**config.mk**
```make
export PLATFORM = sky130hd
export DESIGN_NAME = fss_ctrl
export DESIGN_NICKNAME = d
export VERILOG_FILES = /design/src/rtl/fss_pkg.sv /design/src/rtl/fss_ctrl.sv
export VERILOG_INCLUDE_DIRS = /design/src /design/src/rtl
export SDC_FILE = /design/constraint.sdc
export NUM_CORES = 1
export LEC_CHECK = 0
export BUFFER_PORTS_ARGS = -buffer_cell sky130_fd_sc_hd__buf_2
export CAP_MARGIN = 0
export CORE_AREA = 2 2 58 60
export DETAILED_ROUTE_END_ITERATION = 12
export DIE_AREA = 0 0 60 62
export GPL_TIMING_DRIVEN = 0
export SYNTH_ARGS = -nofsm -noshare
export SYNTH_HDL_FRONTEND = slang
export SYNTH_SLANG_ARGS = --single-unit
```
**constraint.sdc**
```tcl
create_clock -name clock -period 4.5 [get_ports clock]
set_clock_uncertainty 0.15 [all_clocks]
set_input_delay 0.45 -clock clock [delete_from_list [all_inputs] [get_ports clock]]
set_output_delay 0.45 -clock clock [all_outputs]
set_load 0.02 [all_outputs]
```
**src/rtl/formant_speech_synth_top_assert.svh**
```systemverilog
// Assertion macros used by the synthesizer controller RTL.
`ifndef FORMANT_SPEECH_SYNTH_TOP_ASSERT_SVH
`define FORMANT_SPEECH_SYNTH_TOP_ASSERT_SVH

// Condition in this cycle implies a consequence in the same cycle
`define FSS_ASSERT_IMPL(lbl, clk, rst, ante, cons) \
   lbl: assert property (@(posedge clk) disable iff (rst) (ante) |-> (cons)) \
      else $error("fss assertion failed");

// Condition in this cycle implies a consequence in the next cycle
`define FSS_ASSERT_NEXT(lbl, clk, rst, ante, cons) \
   lbl: assert property (@(posedge clk) disable iff (rst) (ante) |=> (cons)) \
      else $error("fss assertion failed");

`endif

```
**src/rtl/fss_pkg.sv**
```systemverilog
`default_nettype none
package fss_pkg;

   localparam int NUM_STAGES = 5;
   localparam int NUM_FMT    = 5;
   localparam int NCOEF      = 2 * NUM_STAGES + 2;
   localparam int AMP_SLOT   = 2 * NUM_STAGES;
   localparam int PITCH_SLOT = 2 * NUM_STAGES + 1;
   localparam int STAGE_W    = (NUM_STAGES > 1) ? $clog2(NUM_STAGES) : 1;
   localparam int SLOT_W     = $clog2(NCOEF);

   typedef enum logic [1:0] {
      CMD_START = 2'd0,
      CMD_LOAD  = 2'd1,
      CMD_TICK  = 2'd2
   } cmd_type;

   // Commands from the controller to the datapath
   typedef struct packed {
      logic              capture;
      logic              start;
      logic              snap;
      logic              set_tgt;
      logic              div_init;
      logic              div_step;
      logic              div_store;
      logic [SLOT_W-1:0] slot;
      logic              tick_src;
      logic              stage_en;
      logic [STAGE_W-1:0] stage;
      logic [1:0]        phase;
      logic              coef_step;
   } dp_cmd_type;

   // Status back to the controller
   typedef struct packed {
      logic active;
      logic out_free;
   } dp_sts_type;

   localparam logic [6:0] AMP_TAB [16] = '{
      7'd0, 7'd1, 7'd1, 7'd2, 7'd3, 7'd4, 7'd5, 7'd7,
      7'd9, 7'd13, 7'd17, 7'd23, 7'd31, 7'd42, 7'd56, 7'd75};

   localparam logic [7:0] LEN_TAB [8] = '{
      8'd100, 8'd120, 8'd80, 8'd100, 8'd200, 8'd240, 8'd160, 8'd200};

   localparam logic [6:0] F_INIT [8] = '{
      7'd126, 7'd64, 7'd121, 7'd111, 7'd96, 7'd96, 7'd96, 7'd96};

   localparam logic [3:0] B_INIT [8] = '{
      4'd9, 4'd4, 4'd9, 4'd9, 4'd11, 4'd11, 4'd11, 4'd11};

   localparam logic [31:0] DEF_PITCH = {9'd0, 7'd30, 16'd0};

   localparam logic signed [14:0] POLE_TAB [128] = '{
      15'sd11424, 15'sd11400, 15'sd11377, 15'sd11331, 15'sd11285, 15'sd11265, 15'sd11195,
      15'sd11149, 15'sd11082, 15'sd11014, 15'sd10922, 15'sd10830, 15'sd10741, 15'sd10629,
      15'sd10491, 15'sd10332, 15'sd10172, 15'sd9992, 15'sd9788, 15'sd9560, 15'sd9311,
      15'sd9037, 15'sd8721, 15'sd8377, 15'sd8016, 15'sd7631, 15'sd7199, 15'sd6720,
      15'sd6245, 15'sd5721, 15'sd5197, 15'sd4654,
      -15'sd11245, -15'sd11200, -15'sd11131, -15'sd11064, -15'sd10995, -15'sd10905,
      -15'sd10813, -15'sd10700, -15'sd10585, -15'sd10447, -15'sd10291, -15'sd10108,
      -15'sd9924, -15'sd9722, -15'sd9470, -15'sd9223, -15'sd8928, -15'sd8609, -15'sd8247,
      -15'sd7881, -15'sd7472, -15'sd7019, -15'sd6566, -15'sd6068, -15'sd5545, -15'sd4999,
      -15'sd4452, -15'sd3902, -15'sd3363, -15'sd2844, -15'sd2316, -15'sd1864,
      15'sd11585, 15'sd11561, 15'sd11561, 15'sd11561, 15'sd11561, 15'sd11540, 15'sd11540,
      15'sd11540, 15'sd11515, 15'sd11515, 15'sd11494, 15'sd11470, 15'sd11470, 15'sd11448,
      15'sd11424, 15'sd11400, 15'sd11377, 15'sd11356, 15'sd11307, 15'sd11285, 15'sd11241,
      15'sd11195, 15'sd11149, 15'sd11082, 15'sd11014, 15'sd10943, 15'sd10874, 15'sd10784,
      15'sd10695, 15'sd10583, 15'sd10468, 15'sd10332, 15'sd10193, 15'sd10013, 15'sd9833,
      15'sd9628, 15'sd9399, 15'sd9155, 15'sd8876, 15'sd8584, 15'sd8218, 15'sd7857,
      15'sd7445, 15'sd6970, 15'sd6472, 15'sd5925, 15'sd5314, 15'sd4654, 15'sd3948,
      15'sd3178, 15'sd2312, 15'sd1429, 15'sd450, -15'sd543, -15'sd1614, -15'sd2729,
      -15'sd3883, -15'sd5066, -15'sd6250, -15'sd7404, -15'sd8500, -15'sd9497,
      -15'sd10359, -15'sd11038};

   localparam logic signed [14:0] DAMP_TAB [64] = '{
      15'sd8192, 15'sd8105, 15'sd7989, 15'sd7844, 15'sd7670, 15'sd7424, 15'sd7158,
      15'sd6803, 15'sd6370, 15'sd5860, 15'sd5252, 15'sd4579, 15'sd3824, 15'sd3057,
      15'sd2307, 15'sd1623,
      15'sd8193, 15'sd8100, 15'sd7990, 15'sd7844, 15'sd7672, 15'sd7423, 15'sd7158,
      15'sd6802, 15'sd6371, 15'sd5857, 15'sd5253, 15'sd4576, 15'sd3825, 15'sd3057,
      15'sd2309, 15'sd1617,
      -15'sd6739, -15'sd6476, -15'sd6141, -15'sd5738, -15'sd5225, -15'sd4604, -15'sd3872,
      -15'sd2975, -15'sd1930, -15'sd706, 15'sd686, 15'sd2224, 15'sd3871, 15'sd5518,
      15'sd6992, 15'sd8085,
      -15'sd6746, -15'sd6481, -15'sd6140, -15'sd5738, -15'sd5228, -15'sd4602, -15'sd3873,
      -15'sd2972, -15'sd1931, -15'sd705, 15'sd685, 15'sd2228, 15'sd3870, 15'sd5516,
      15'sd6993, 15'sd8084};

   // Product divided by 8192, rounded toward zero
   function automatic logic signed [16:0] trunc13(input logic signed [29:0] p);
      logic signed [29:0] adj;
      adj = p + (p[29] ? 30'sd8191 : 30'sd0);
      return 17'(adj >>> 13);
   endfunction

endpackage
`default_nettype wire

```
**src/rtl/fss_ctrl.sv**
```systemverilog
`default_nettype none
module fss_ctrl (
   input  logic                clock,
   input  logic                reset,
   input  logic                req_valid,
   output logic                req_stall,
   input  logic [1:0]          req_cmd,
   input  fss_pkg::dp_sts_type sts,
   output fss_pkg::dp_cmd_type ctl_cmd
);
   import fss_pkg::*;
   `include "formant_speech_synth_top_assert.svh"

   typedef enum logic [8:0] {
      ST_IDLE      = 9'b000000001,
      ST_LOAD_SNAP = 9'b000000010,
      ST_LOAD_TGT  = 9'b000000100,
      ST_DIV_INIT  = 9'b000001000,
      ST_DIV_STEP  = 9'b000010000,
      ST_DIV_STORE = 9'b000100000,
      ST_TICK_SRC  = 9'b001000000,
      ST_STAGE     = 9'b010000000,
      ST_OUT       = 9'b100000000
   } state_type;

   localparam logic [STAGE_W-1:0] STAGE_LAST = STAGE_W'(NUM_STAGES - 1);
   localparam logic [SLOT_W-1:0]  SLOT_LAST  = SLOT_W'(NCOEF - 1);

   state_type          state_ff, state_in;
   logic [SLOT_W-1:0]  slot_ff, slot_in;
   logic [4:0]         bit_ff, bit_in;
   logic [STAGE_W-1:0] stage_ff, stage_in;
   logic [1:0]         phase_ff, phase_in;
   logic               accept;

   assign req_stall = (state_ff != ST_IDLE);
   assign accept    = req_valid && (state_ff == ST_IDLE);

   // Sequencer
   always_comb begin
      state_in = state_ff;
      slot_in  = slot_ff;
      bit_in   = bit_ff;
      stage_in = stage_ff;
      phase_in = phase_ff;
      ctl_cmd  = '0;
      ctl_cmd.slot  = slot_ff;
      ctl_cmd.stage = stage_ff;
      ctl_cmd.phase = phase_ff;
      unique case (state_ff)
         ST_IDLE: begin
            if (accept) begin
               ctl_cmd.capture = 1'b1;
               unique case (cmd_type'(req_cmd))
                  CMD_START: ctl_cmd.start = 1'b1;
                  CMD_LOAD:  state_in = ST_LOAD_SNAP;
                  CMD_TICK: begin
                     if (sts.active) state_in = ST_TICK_SRC;
                  end
                  default: ;
               endcase
            end
         end
         ST_LOAD_SNAP: begin
            ctl_cmd.snap = 1'b1;
            state_in = ST_LOAD_TGT;
         end
         ST_LOAD_TGT: begin
            ctl_cmd.set_tgt = 1'b1;
            slot_in  = '0;
            state_in = ST_DIV_INIT;
         end
         ST_DIV_INIT: begin
            ctl_cmd.div_init = 1'b1;
            bit_in   = '0;
            state_in = ST_DIV_STEP;
         end
         ST_DIV_STEP: begin
            ctl_cmd.div_step = 1'b1;
            bit_in = bit_ff + 5'd1;
            if (bit_ff == 5'd31) state_in = ST_DIV_STORE;
         end
         ST_DIV_STORE: begin
            ctl_cmd.div_store = 1'b1;
            if (slot_ff == SLOT_LAST) begin
               state_in = ST_IDLE;
            end else begin
               slot_in  = slot_ff + 1'b1;
               state_in = ST_DIV_INIT;
            end
         end
         ST_TICK_SRC: begin
            ctl_cmd.tick_src = 1'b1;
            stage_in = '0;
            phase_in = '0;
            state_in = ST_STAGE;
         end
         ST_STAGE: begin
            ctl_cmd.stage_en = 1'b1;
            phase_in = phase_ff + 2'd1;
            if (phase_ff == 2'd3) begin
               if (stage_ff == STAGE_LAST) state_in = ST_OUT;
               else stage_in = stage_ff + 1'b1;
            end
         end
         ST_OUT: begin
            if (sts.out_free) begin
               ctl_cmd.coef_step = 1'b1;
               state_in = ST_IDLE;
            end
         end
         default: state_in = ST_IDLE;
      endcase
   end

   always_ff @(posedge clock) begin
      if (reset) begin
         state_ff <= ST_IDLE;
         slot_ff  <= '0;
         bit_ff   <= '0;
         stage_ff <= '0;
         phase_ff <= '0;
      end else begin
         state_ff <= state_in;
         slot_ff  <= slot_in;
         bit_ff   <= bit_in;
         stage_ff <= stage_in;
         phase_ff <= phase_in;
      end
   end

   `FSS_ASSERT_NEXT(a_out_done, clock, reset, (state_ff == ST_OUT) && sts.out_free, state_ff == ST_IDLE)
   `FSS_ASSERT_NEXT(a_idle_tick, clock, reset, accept && (req_cmd == CMD_TICK) && !sts.active, state_ff == ST_IDLE)
   `FSS_ASSERT_NEXT(a_stage_end, clock, reset, (state_ff == ST_STAGE) && (phase_ff == 2'd3) && (stage_ff == STAGE_LAST), state_ff == ST_OUT)
   `FSS_ASSERT_IMPL(a_tick_active, clock, reset, state_ff == ST_TICK_SRC, sts.active)

endmodule
`default_nettype wire

```
# Word-level counts from Yosys, hierarchy flattened
# Cells that the tools add are included.
# totals
output_inout_bits	20
inputBits	7
word_cells	70
register_bits	23
# classes
n_reduce_logical	8
n_addsub	4
muxes	28
n_eq_ne	25
# op_table
cell	count
$pmux W9 S9	1
$mux W9	6
$pmux W9 S2	1
$ne A2 B2 Y1 const B	7
$mux W1	10
$pmux W5 S2	1
$eq A9 B1 Y1 const B	1
$eq A9 B2 Y1 const B	1
$eq A9 B3 Y1 const B	1
$eq A9 B4 Y1 const B	1
$eq A9 B5 Y1 const B	1
$eq A9 B6 Y1 const B	1
$eq A9 B7 Y1 const B	1
$eq A9 B8 Y1 const B	1
$eq A9 B9 Y1 const B	1
$ne A9 B1 Y1 const B	1
$mux W4	2
$pmux W4 S2	1
$reduce_and A7 Y1	1
$mux W3	2
$pmux W3 S2	1
$reduce_bool A2 Y1	3
$add A5 B1 Y5 const B	1
$eq A5 B5 Y1 const B	1
other kinds (15)	17

# Depth between registers and ports, before layout
# depth
word_depth	4
mapped_depth	7
mapped_depth_nobuf	7

# Worst setup path after synthesis
# Ideal clock, no wire load.
# synth_timing
kind	register -> output
from	register state_ff[6]
to	output ctl_cmd[17] (netlist name)
slack_ps	1619
path_stages_with_launch	7
t_arrival_ps	2281
n_path_buf	2
path_cell_list	dfxtp_1 > clkbuf_1 > or3_1 > clkbuf_1 > nor4_1 > inv_1 > nor4b_1
# synth_rtl
element	line	rtl
start: declaration	fss_ctrl.sv:29	state_type state_ff, state_in;
start signal: assignment	fss_ctrl.sv:124	state_ff <= state_in;
end: declaration	fss_ctrl.sv:9	output fss_pkg::dp_cmd_type ctl_cmd

==> impl_results.html <==
<table>
<tr><th>Metric</th><th>Value</th></tr>
<tr><th colspan="2">Synth</th></tr>
<tr><td>Share of synthesized area occupied by flip-flops and latches</td><td>0.350</td></tr>
<tr><td>Post-synthesis instance total</td><td>162</td></tr>
<tr><td>Post-Synth XOR/XNOR Area</td><td>0.0266</td></tr>
<tr><td>Adder-cell area share of the yosys netlist</td><td>0.0570</td></tr>
<tr><td>Number of unique standard cell types used by synthesis</td><td>42</td></tr>
<tr><td>Yosys top cell area share</td><td>0.350</td></tr>
<tr><td>Avg Synthesized Cell Area</td><td>8.13 sq um</td></tr>
<tr><td>Proportion of register bits with asynchronous set or reset after synthesis</td><td>0</td></tr>
<tr><td>Synthesized net count</td><td>175</td></tr>
<tr><td>Simple-Gate Fraction of Synth Area</td><td>0.371</td></tr>
<tr><td>Post-synth EDFFs</td><td>0</td></tr>
<tr><td>Compound-cell area share of the yosys netlist</td><td>0.140</td></tr>
<tr><td>Dominant combinational cell family by area after synthesis</td><td>simple AND/OR/NAND/NOR gates</td></tr>
<tr><td>Biggest area consumer among synthesized cells</td><td>dfxtp_1</td></tr>
<tr><td>Main synth FF type</td><td>dfxtp_1</td></tr>
<tr><td>Flip-flop and latch count after synthesis</td><td>23</td></tr>
<tr><td>Cell types occupying the most area after synthesis</td><td>dfxtp_1 (35%), ha_1 (5.7%), a21oi_1 (4.6%)</td></tr>
<tr><td>Post-synth design cell area</td><td>0.00132 sq mm</td></tr>
<tr><td>Share of cell area taken by muxes after synthesis</td><td>0.00760</td></tr>
<tr><td>Yosys warnings</td><td>0</td></tr>
<tr><th colspan="2">Critical path</th></tr>
<tr><td>Max stage delay on crit path</td><td>0.52 ns</td></tr>
<tr><td>Crit path capture type</td><td>primary output</td></tr>
<tr><td>Worst setup path startpoint</td><td>state_ff[8]</td></tr>
<tr><td>Critical path type</td><td>flip-flop to primary output</td></tr>
<tr><td>R2R Path Start</td><td>state_ff[8]</td></tr>
<tr><td>Reg2Reg Setup Slack</td><td>1.90 ns</td></tr>
<tr><td>CP Data Required Time</td><td>3.90 ns</td></tr>
<tr><td>Critical path, cell by cell</td><td>or4_1 &gt; buf_2 &gt; or3_4 &gt; or3b_4 &gt; clkinv_4 &gt; buf_2</td></tr>
<tr><td>Crit path depth</td><td>6</td></tr>
<tr><td>Cell occurring most often along the worst timing path</td><td>buf_2</td></tr>
<tr><td>Standard cell with the maximum stage delay on the critical path</td><td>or4_1</td></tr>
<tr><td>R2R depth</td><td>6</td></tr>
<tr><td>Worst Path Arrival</td><td>2.49 ns</td></tr>
<tr><td>Maximum fanout along the worst path</td><td>8</td></tr>
<tr><td>Top Family by Delay on Critical Path</td><td>simple AND/OR/NAND/NOR gates</td></tr>
<tr><td>Count of buffering cells on the critical path with inverters included</td><td>3</td></tr>
<tr><td>Startpoint kind of the worst setup timing path</td><td>flip-flop</td></tr>
<tr><th colspan="2">Place</th></tr>
<tr><td>Half-perimeter wire length after detailed placement</td><td>2.17 mm</td></tr>
<tr><td>Cell total after placement</td><td>233</td></tr>
<tr><td>Buffers added on ports</td><td>25</td></tr>
<tr><td>Setup slack after placement</td><td>1.77 ns</td></tr>
<tr><td>Placer's final routability congestion estimate</td><td>0.781</td></tr>
<tr><td>DP Area</td><td>0.00150 sq mm</td></tr>
<tr><th colspan="2">Die</th></tr>
<tr><td>Initial Utilization</td><td>0.414</td></tr>
<tr><td>Placement row count</td><td>21</td></tr>
<tr><td>Ports</td><td>27</td></tr>
<tr><td>Vertical die dimension</td><td>62 microns</td></tr>
<tr><td>Width of the chip</td><td>60 microns</td></tr>
<tr><td>Area of the die</td><td>0.00372 sq mm</td></tr>
<tr><td>Core Area</td><td>0.00318 sq mm</td></tr>
<tr><th colspan="2">Pwr</th></tr>
<tr><td>Total power consumption of the routed design</td><td>407 uW</td></tr>
<tr><td>Largest voltage drop on the vdd net</td><td>0.119 mV</td></tr>
<tr><td>Leakage power summed over all cells</td><td>0.632 nW</td></tr>
<tr><td>Sw Pwr</td><td>129 uW</td></tr>
<tr><td>Int Pwr</td><td>278 uW</td></tr>
<tr><td>Sequential Power Share</td><td>0.529</td></tr>
<tr><td>Part of the power in the clock network</td><td>0.247</td></tr>
<tr><td>Power density of the placed cells</td><td>266 mW/mm^2</td></tr>
<tr><td>Switching Fraction</td><td>0.316</td></tr>
<tr><td>Combinational group share of total power</td><td>0.224</td></tr>
<tr><th colspan="2">Global routing</th></tr>
<tr><td>Wire length of the first global-routing pass</td><td>4.73 mm</td></tr>
<tr><td>Overflow left after global routing</td><td>0</td></tr>
<tr><td>Largest net degree at the start of global routing</td><td>15</td></tr>
<tr><td>Via count of the first global-routing pass</td><td>1094</td></tr>
<tr><td>Antenna violations before repair</td><td>0</td></tr>
<tr><td>Total routing usage reported by global routing</td><td>0.168</td></tr>
<tr><th colspan="2">Timing</th></tr>
<tr><td>Final hold vios</td><td>0</td></tr>
<tr><td>Final period utilization</td><td>0.686</td></tr>
<tr><td>Unrepaired setup endpoints after global routing</td><td>false</td></tr>
<tr><td>Setup slack after layout</td><td>1.41 ns</td></tr>
<tr><td>Worst Hold Margin</td><td>0.176 ns</td></tr>
<tr><td>Peak clock frequency supported by timing</td><td>324 MHz</td></tr>
<tr><td>Slew Limit Headroom</td><td>0.505</td></tr>
<tr><td>Final setup fails</td><td>0</td></tr>
<tr><td>Time the worst path needs with I/O delays and setup</td><td>3.09 ns</td></tr>
<tr><td>Sum of negative setup slack</td><td>0 ns</td></tr>
<tr><td>Pins over their slew limit</td><td>0</td></tr>
<tr><td>Measured slew at the worst slew-check pin</td><td>0.736 ns</td></tr>
<tr><th colspan="2">Clock network</th></tr>
<tr><td>Hold buffer count at CTS</td><td>0</td></tr>
<tr><td>CTS buffer count</td><td>3</td></tr>
<tr><td>Clock tree from TritonCTS</td><td>built</td></tr>
<tr><td>Post-CTS Setup Bufs</td><td>0</td></tr>
<tr><td>Post-CTS clock slew at the launch and capture registers of the worst setup and hold paths</td><td>0.14 ns</td></tr>
<tr><td>Resized cells post-CTS</td><td>0</td></tr>
<tr><td>Maximum clock insertion buffer count</td><td>2</td></tr>
<tr><td>Clock root buffer</td><td>clkbuf_4</td></tr>
<tr><td>Insertion delay of the later-clocked pin in the worst-skew pair</td><td>0.32 ns</td></tr>
<tr><td>CTS sink count</td><td>23</td></tr>
<tr><td>Number of H-tree branching levels</td><td>1</td></tr>
<tr><th colspan="2">Min path</th></tr>
<tr><td>Hold Path Stages</td><td>2</td></tr>
<tr><td>Startpoint of the most critical hold path</td><td>req_cmd[0]</td></tr>
<tr><td>Worst Hold Class</td><td>input pin to flip-flop</td></tr>
<tr><th colspan="2">Finish</th></tr>
<tr><td>Share of post-route cells with drive strength above 1</td><td>0.220</td></tr>
<tr><td>Final core area utilization</td><td>0.481</td></tr>
<tr><td>Number of antenna repair diodes</td><td>0</td></tr>
<tr><td>Final non-filler cell area</td><td>0.00153 sq mm</td></tr>
<tr><td>Area Overhead vs Synth</td><td>16.2%</td></tr>
<tr><td>Non-Filler Instances</td><td>237</td></tr>
<tr><td>Number of nets in the layout</td><td>205</td></tr>
<tr><td>Leading cell types in the layout, fill and taps excluded</td><td>buf_2 (27), dfxtp_1 (23), nor2_1 (15)</td></tr>
<tr><td>Most frequent standard cell in the layout excluding fill and tap cells</td><td>buf_2</td></tr>
<tr><th colspan="2">Route</th></tr>
<tr><td>Wire length reported by the detailed router</td><td>2.86 mm</td></tr>
<tr><td>Total DRC errors in the routed layout</td><td>0</td></tr>
<tr><td>Number of antenna-violating nets in the routed design</td><td>0</td></tr>
<tr><td>Starting DRT DRC Count</td><td>24</td></tr>
<tr><td>Detailed-route via count</td><td>1225</td></tr>
<tr><td>Routed via count divided by cell count</td><td>5.17</td></tr>
<tr><td>Initial DRT Pass Iterations</td><td>4</td></tr>
<tr><td>DR WL/cell</td><td>12.1 microns</td></tr>
<tr><th colspan="2">Run</th></tr>
<tr><td>Max-capacitance violation count</td><td>0</td></tr>
<tr><th colspan="2">Status</th></tr>
<tr><td>Outcome</td><td>finished, final reports clean</td></tr>
</table>
[path summary, 6_finish.rpt]
check	end
max	ctl_cmd[7]
min	state_ff[6]
max reg2reg	state_ff[6]
min reg2reg	bit_ff[3]
[layer usage]
layer | part of all wire | wire length (microns) | track usage | up-vias
li1 | - | - | - | 644
met4 | 0.0098 | 28 | 0.0571 | 0
met5 | 0 | 0 | 0 | -
met2 | 0.46 | 1300 | 0.281 | 19
met3 | 0.020 | 57 | 0.0186 | 4
met1 | 0.51 | 1470 | 0.226 | 558
[power by group through the flow]
stage / Sequential (mW) / Clock [mW] / Combinational (mW)
finish: 0.215 / 0.100 / 0.0911
detailed placement: 0.220 / 0 / 0.0915
CTS: 0.215 / 0.106 / 0.0917
global route: 0.216 / 0.112 / 0.102
floorplan: 0.218 / 0 / 0.0675
global placement: 0.219 / 0 / 0.0891
[cell families (layout without fill, tap and decap cells)]
kind of cell               Yosys count  count (layout)
AOI/OAI and AO/OA                   30              30
xor gates and xnor gates             4               4
adders and majority gates            6               6
buffers and inverters               15              44
DFF                                 23              23
muxes                                1               1
and+or+nand+nor                     83              83
[flip-flops by register name (all words and copies together) (netlist names)]
signal	flops
stage_ff	3
bit_ff	5
slot_ff	4
phase_ff	2
state_ff	9
[synthesized netlist by cell type, types with 3 or more instances]
cell	n
and2_1	3
nor3_1	8
a22oi_1	4
clkbuf_1	4
nand3_1	8
nor2_1	15
a21oi_1	12
dfxtp_1	23
ha_1	6
nor4b_1	3
o21ai_0	7
nor2b_1	3
nand2_1	11
nand3b_1	3
or4_1	3
xnor2_1	4
nor4_1	4
inv_1	7
or3_1	4
[layout make-up]
| cell class | instances | area, sq um |
|---|---|---|
| clock inverter | 1 | 7.51 |
| buffer | 7 | 28.8 |
| timing repair buffer | 25 | 125 |
| multi-input combinational | 124 | 792 |
| tap | 46 | 57.6 |
| inverter | 8 | 35.0 |
| fill | 325 | 1650 |
| sequential | 23 | 460 |
| clock buffer | 3 | 22.5 |
(Power assumes the default switching activity.)
